==> config.mk <==
export PLATFORM = sky130hd
export DESIGN_NAME = ncc_cell
export DESIGN_NICKNAME = d
export VERILOG_FILES = /design/src/sv/ncc_pkg.sv /design/src/sv/ncc_ram.sv /design/src/sv/ncc_cell.sv
export SDC_FILE = /design/constraint.sdc
export NUM_CORES = 1
export LEC_CHECK = 0
export BUFFER_PORTS_ARGS = -buffer_cell sky130_fd_sc_hd__buf_4
export CORE_UTILIZATION = 45
export DETAILED_ROUTE_END_ITERATION = 6
export SLEW_MARGIN = 10
export SYNTH_ARGS = -nofsm -noshare
export SYNTH_HDL_FRONTEND = slang
export SYNTH_HIERARCHICAL = 1
export SYNTH_SLANG_ARGS = --single-unit
==> constraint.sdc <==
create_clock -name clk -period 9.1 [get_ports clk]
set_input_delay 0.91 -clock clk [delete_from_list [all_inputs] [get_ports clk]]
set_output_delay 0.91 -clock clk [all_outputs]
set_load 0.02 [all_outputs]
==> src/sv/ncc_pkg.sv <==
// ============================================================================
// Nearest-centroid classifier package
// Shared types and constants for the classifier datapath and its channels.
// ============================================================================
package ncc_pkg;

    localparam int VAL_W  = 16;
    localparam int SQ_W   = 32;
    localparam int DIST_W = 36;
    localparam int CFG_W  = 5;

    localparam logic [DIST_W-1:0] DIST_MAX = {DIST_W{1'b1}};

    // Item opcodes.
    localparam logic OP_CENTROID = 1'b0;
    localparam logic OP_SAMPLE   = 1'b1;

    // Register indexes, decoded from paddr[2].
    localparam logic REG_NUM_CLUSTERS = 1'b0;
    localparam logic REG_NUM_DIMS     = 1'b1;

    typedef struct packed {
        logic                    opcode;
        logic [3:0]              cluster_select;
        logic [3:0]              dim_select;
        logic signed [VAL_W-1:0] element_value;
    } ncc_item_t;

    typedef struct packed {
        logic [3:0]        best_cluster;
        logic [DIST_W-1:0] best_distance;
    } ncc_result_t;

    // Control broadcast from the sequencer to every cell.
    typedef struct packed {
        logic rd_en;
        logic acc_en;
        logic clear;
    } ncc_ctrl_t;

endpackage

==> src/sv/ncc_ram.sv <==
// ============================================================================
// Generic RAM
// One write port and one read port, read data registered.
// ============================================================================
module ncc_ram #(
    parameter int WIDTH = 16,
    parameter int DEPTH = 16,
    parameter int AW    = (DEPTH > 1) ? $clog2(DEPTH) : 1
) (
    input  logic             clk,
    input  logic             we,
    input  logic [AW-1:0]    waddr,
    input  logic [WIDTH-1:0] wdata,
    input  logic             re,
    input  logic [AW-1:0]    raddr,
    output logic [WIDTH-1:0] rdata
);
    logic [WIDTH-1:0] mem [DEPTH];
    logic [WIDTH-1:0] rdata_reg;

    always_ff @(posedge clk)
    begin
        if (we)
        begin
            mem[waddr] <= wdata;
        end
        if (re)
        begin
            rdata_reg <= mem[raddr];
        end
    end

    assign rdata = rdata_reg;
endmodule

==> src/sv/ncc_cell.sv <==
// ============================================================================
// Classifier cell
// Holds one centroid row and its running distance, and takes part in the
// running minimum that moves one cell further along the row each cycle.
// ============================================================================
module ncc_cell #(
    parameter int MAX_DIMS   = 16,
    parameter int IDX_W      = 4,
    parameter int CELL_INDEX = 0,
    parameter int AW         = (MAX_DIMS > 1) ? $clog2(MAX_DIMS) : 1
) (
    input  logic                            clk,
    input  logic                            rst_n,
    input  ncc_pkg::ncc_ctrl_t              ctrl,
    input  logic                            active,
    input  logic                            wr_en,
    input  logic [AW-1:0]                   addr,
    input  logic signed [ncc_pkg::VAL_W-1:0] wdata,
    input  logic signed [ncc_pkg::VAL_W-1:0] sample,
    input  logic [IDX_W-1:0]                cand_in_idx,
    input  logic [ncc_pkg::DIST_W-1:0]      cand_in_dist,
    output logic [IDX_W-1:0]                cand_out_idx,
    output logic [ncc_pkg::DIST_W-1:0]      cand_out_dist
);
    import ncc_pkg::*;

    logic signed [VAL_W-1:0] centroid;
    logic signed [VAL_W:0]   diff;
    logic [VAL_W:0]          diff_abs;
    logic [VAL_W-1:0]        mag;
    logic [SQ_W-1:0]         sq_reg;
    logic [DIST_W-1:0]       sum_reg;
    logic [DIST_W-1:0]       sum_next;
    logic [DIST_W-1:0]       base;
    logic [DIST_W:0]         total;
    logic [IDX_W-1:0]        cand_idx_reg;
    logic [DIST_W-1:0]       cand_dist_reg;

    ncc_ram #(
        .WIDTH (VAL_W),
        .DEPTH (MAX_DIMS)
    ) u_row (
        .clk   (clk),
        .we    (wr_en),
        .waddr (addr),
        .wdata (wdata),
        .re    (ctrl.rd_en),
        .raddr (addr),
        .rdata (centroid)
    );

    // Magnitude of the difference fits 16 bits, so the square fits 32.
    always_comb
    begin
        diff     = {sample[VAL_W-1], sample} - {centroid[VAL_W-1], centroid};
        diff_abs = diff[VAL_W] ? (~diff + 1'b1) : diff;
        mag      = diff_abs[VAL_W-1:0];
    end

    always_ff @(posedge clk)
    begin
        sq_reg <= mag * mag;
    end

    always_comb
    begin
        base     = ctrl.clear ? '0 : sum_reg;
        total    = {1'b0, base} + (DIST_W + 1)'(sq_reg);
        sum_next = sum_reg;
        if (ctrl.acc_en)
        begin
            if (active)
            begin
                sum_next = (total > {1'b0, DIST_MAX}) ? DIST_MAX : total[DIST_W-1:0];
            end
            else if (ctrl.clear)
            begin
                sum_next = '0;
            end
        end
    end

    always_ff @(posedge clk or negedge rst_n)
    begin
        if (!rst_n)
        begin
            sum_reg <= '0;
        end
        else
        begin
            sum_reg <= sum_next;
        end
    end

    // Strictly smaller wins, so the lower index keeps a tie.
    always_ff @(posedge clk)
    begin
        if (active && (sum_reg < cand_in_dist))
        begin
            cand_idx_reg  <= IDX_W'(CELL_INDEX);
            cand_dist_reg <= sum_reg;
        end
        else
        begin
            cand_idx_reg  <= cand_in_idx;
            cand_dist_reg <= cand_in_dist;
        end
    end

    assign cand_out_idx  = cand_idx_reg;
    assign cand_out_dist = cand_dist_reg;
endmodule

==> impl_results.md <==
- Die width: 235 um
- GRT Total Usage: 20.5%
- Final instance area: 0.0289 mm2
- Top cell type by total area after synthesis: edfxtp_1
- Number of flip-flops under the largest register name: 256
- Run status: finished, final reports clean
- Worst Setup Start Kind: primary input
- Worst EP arrival: 9.14 ns
- Antenna Nets Post-Route: 0
- Cell area after placement: 0.0274 mm2
- CP required: 9.55 ns
- Adder-cell share of the synthesized area: 22.7%
- Drt total wl: 55.6 mm
- Yosys cell types: 83
- Residual DRC: 0
- First-pass GRT wire length: 90.3 mm
- Drt wl/cell: 18.1 um
- Top-area cell type share of the netlist area: 33.3%
- Crit path time final: 8.68 ns
- Final setup vio count: 0
- Clk buf depth: 3
- RSZ-0062 raised after global routing: false
- Starting density of the core: 45.5%
- Commonest non-fill, non-tap cells in the layout: 306 x buf_4, 302 x inv_1, 272 x edfxtp_1, 179 x ha_1, 166 x fa_1
- WHS: 0.282 ns
- Area grow syn2layout: 17.8%
- Number of global-route vias before repair: 17469
- EDFF count, synth: 272
- Max Fclk: 115 MHz
- Fin. Hold Viols: 0
- Slowest cell delay on critical path: 0.55 ns
- H-tree Lvls: 2
- Vias/cell: 5.27
- Sink Count: 379
- Most used cell, CP: fa_1
- Register area share after synthesis: 42.8%
- Row count: 85
- Io pins: 123
- Worst Hold Class: in -> async
- First-pass iteration count of the detailed router: 5
- Initial DRC Count: 912
- Port buffer count: 122
- Synth area leaders: edfxtp_1 33%, fa_1 14%, ha_1 9.1%
- Post-synthesis simple-gate area fraction: 8.29%
- Layout cells sized above 1: 21.2%
- Initial antenna violation count: 0
- Post-synthesis mux area share: 7.77%
- Mapped Cells: 2063
- Largest family of logic cells by synthesized area: adder cells
- XOR/XNOR share of the synthesized area: 3.19%
- Root Buffer: clkbuf_16
- Max_cap viols: 0
- Fin crit share: 95.4%
- Die height: 235 um
- Syn. warnings: 6
- Reg clk slew, reported paths: 0.06 ns
- Avg Cell Area, Syn: 11.9 um2
- Clk Latency, worst-skew pair: 0.58 ns
- CTS buffer count: 43
- Nets: 2779
- CTS tree: yes
- Cell area after synthesis: 0.0245 mm2
- Ys flop type: edfxtp_1
- Max-Slew Margin vs Limit: 24.4%
- Largest net degree at the start of global routing: 72
- N_diodes: 0
- GP Congestion: 0.920
- Remaining Overflow, GRT: 0
- Routed via count: 16255
- Die area: 0.0554 mm2
- Syn_nets: 2491
- CP Capture Type: flip-flop
- Final clock skew: 0.0161 ns
- Commonest non-fill, non-tap cell in the layout: buf_4
- DP HPWL: 41.5 mm
- Asr flop ratio synth: 9.50%
- CP max-delay cell: fa_1
- Core region area: 0.0538 mm2
- Synth Area in Compound Gates: 9.30%
- #FFs+latches synth: 379
- TNS Setup: 0 ns
- Worst slew pin tran: 1.13 ns
- Crit path max fanout: 5
- Crit Path Category: in -> reg
- Slew Viols, Final: 0
-- through the flow --
step	worst slack [ns]	util, %	std cells
after floorplan	0.0205	-	2063
after global routing	0.0134	53.6	3082
after CTS	0.189	53.5	3081
after global placement	-0.192	51.0	3001
after detailed placement	-0.447	51.0	3001
final	0.418	53.6	3082
-- logic make-up (layout without fill, tap and decap cells) --
kind of cell / count (synthesis) / in the layout
DFF: 379 / 379
muxes: 102 / 102
and+or+nand+nor: 433 / 433
buffers and inverters: 372 / 695
adders and majority gates: 345 / 345
xor gates and xnor gates: 86 / 86
AOI/OAI and AO/OA: 346 / 346
-- area by class of cell --
cell class | instances | area (um2)
inverters | 307 | 1150
clock buffers | 52 | 1110
multi-input cells | 1312 | 12700
flip-flops and latches | 379 | 10500
clock inverters | 28 | 243
repair buffers | 308 | 2340
fillers | 4604 | 25000
well taps | 696 | 871
-- worst paths after layout --
path / endpoint / startpoint / depth (start not counted) / slack, ns
min: sum_reg[1] / rst_n / 1 / 0.28
max reg2reg: sq_reg[31] / u_row/rdata[0] / 33 / 0.51
max in group asynchronous: sum_reg[26] / rst_n / 1 / 8.47
min in group clk: cand_out_idx[0] / cand_in_idx[0] / 2 / 0.53
min reg2reg: sum_reg[17] / sum_reg[17] / 2 / 0.54
max: sq_reg[31] / sample[0] / 35 / 0.42
-- synth_stat cells (14+ instances only) --
library cell  number
o21a_1            14
a21o_1            47
xnor2_1           49
nor2_1           130
nor2b_1           43
edfxtp_1         272
a22oi_1           33
fa_1             166
mux4_2            54
o21ai_0           56
o211ai_1          16
xor2_1            34
inv_1            302
clkbuf_1          50
nor3_1            17
mux2_2            35
nand2_1          141
dfxtp_1           71
dfrtp_1           36
nand2b_1          14
a21oi_1           98
nand3_1           21
ha_1             179
-- per-layer routing --
metal,share of wire (%),global-route usage (%)
met5,0,0
met4,3.5,8.28
met3,4.2,2.76
met2,52,37.6
met1,41,24.3
-- worst max-delay path: cells and delay by family --
kind / cells / cell delay (ns)
AOI/OAI and AO/OA: 12 / 2.23
xor gates and xnor gates: 1 / 0.26
adders and majority gates: 9 / 3.98
buffers and inverters: 7 / 0.61
and+or+nand+nor: 6 / 1.14
-- what timing repair did --
action,in CTS,in global routing
resized for setup,0,14
endpoints found under the setup margin,0,3
hold buffers,0,0
buffers inserted,0,1
Power is not shown: default switching activity piles up to over one toggle a cycle in this logic, so the estimate is an artifact.
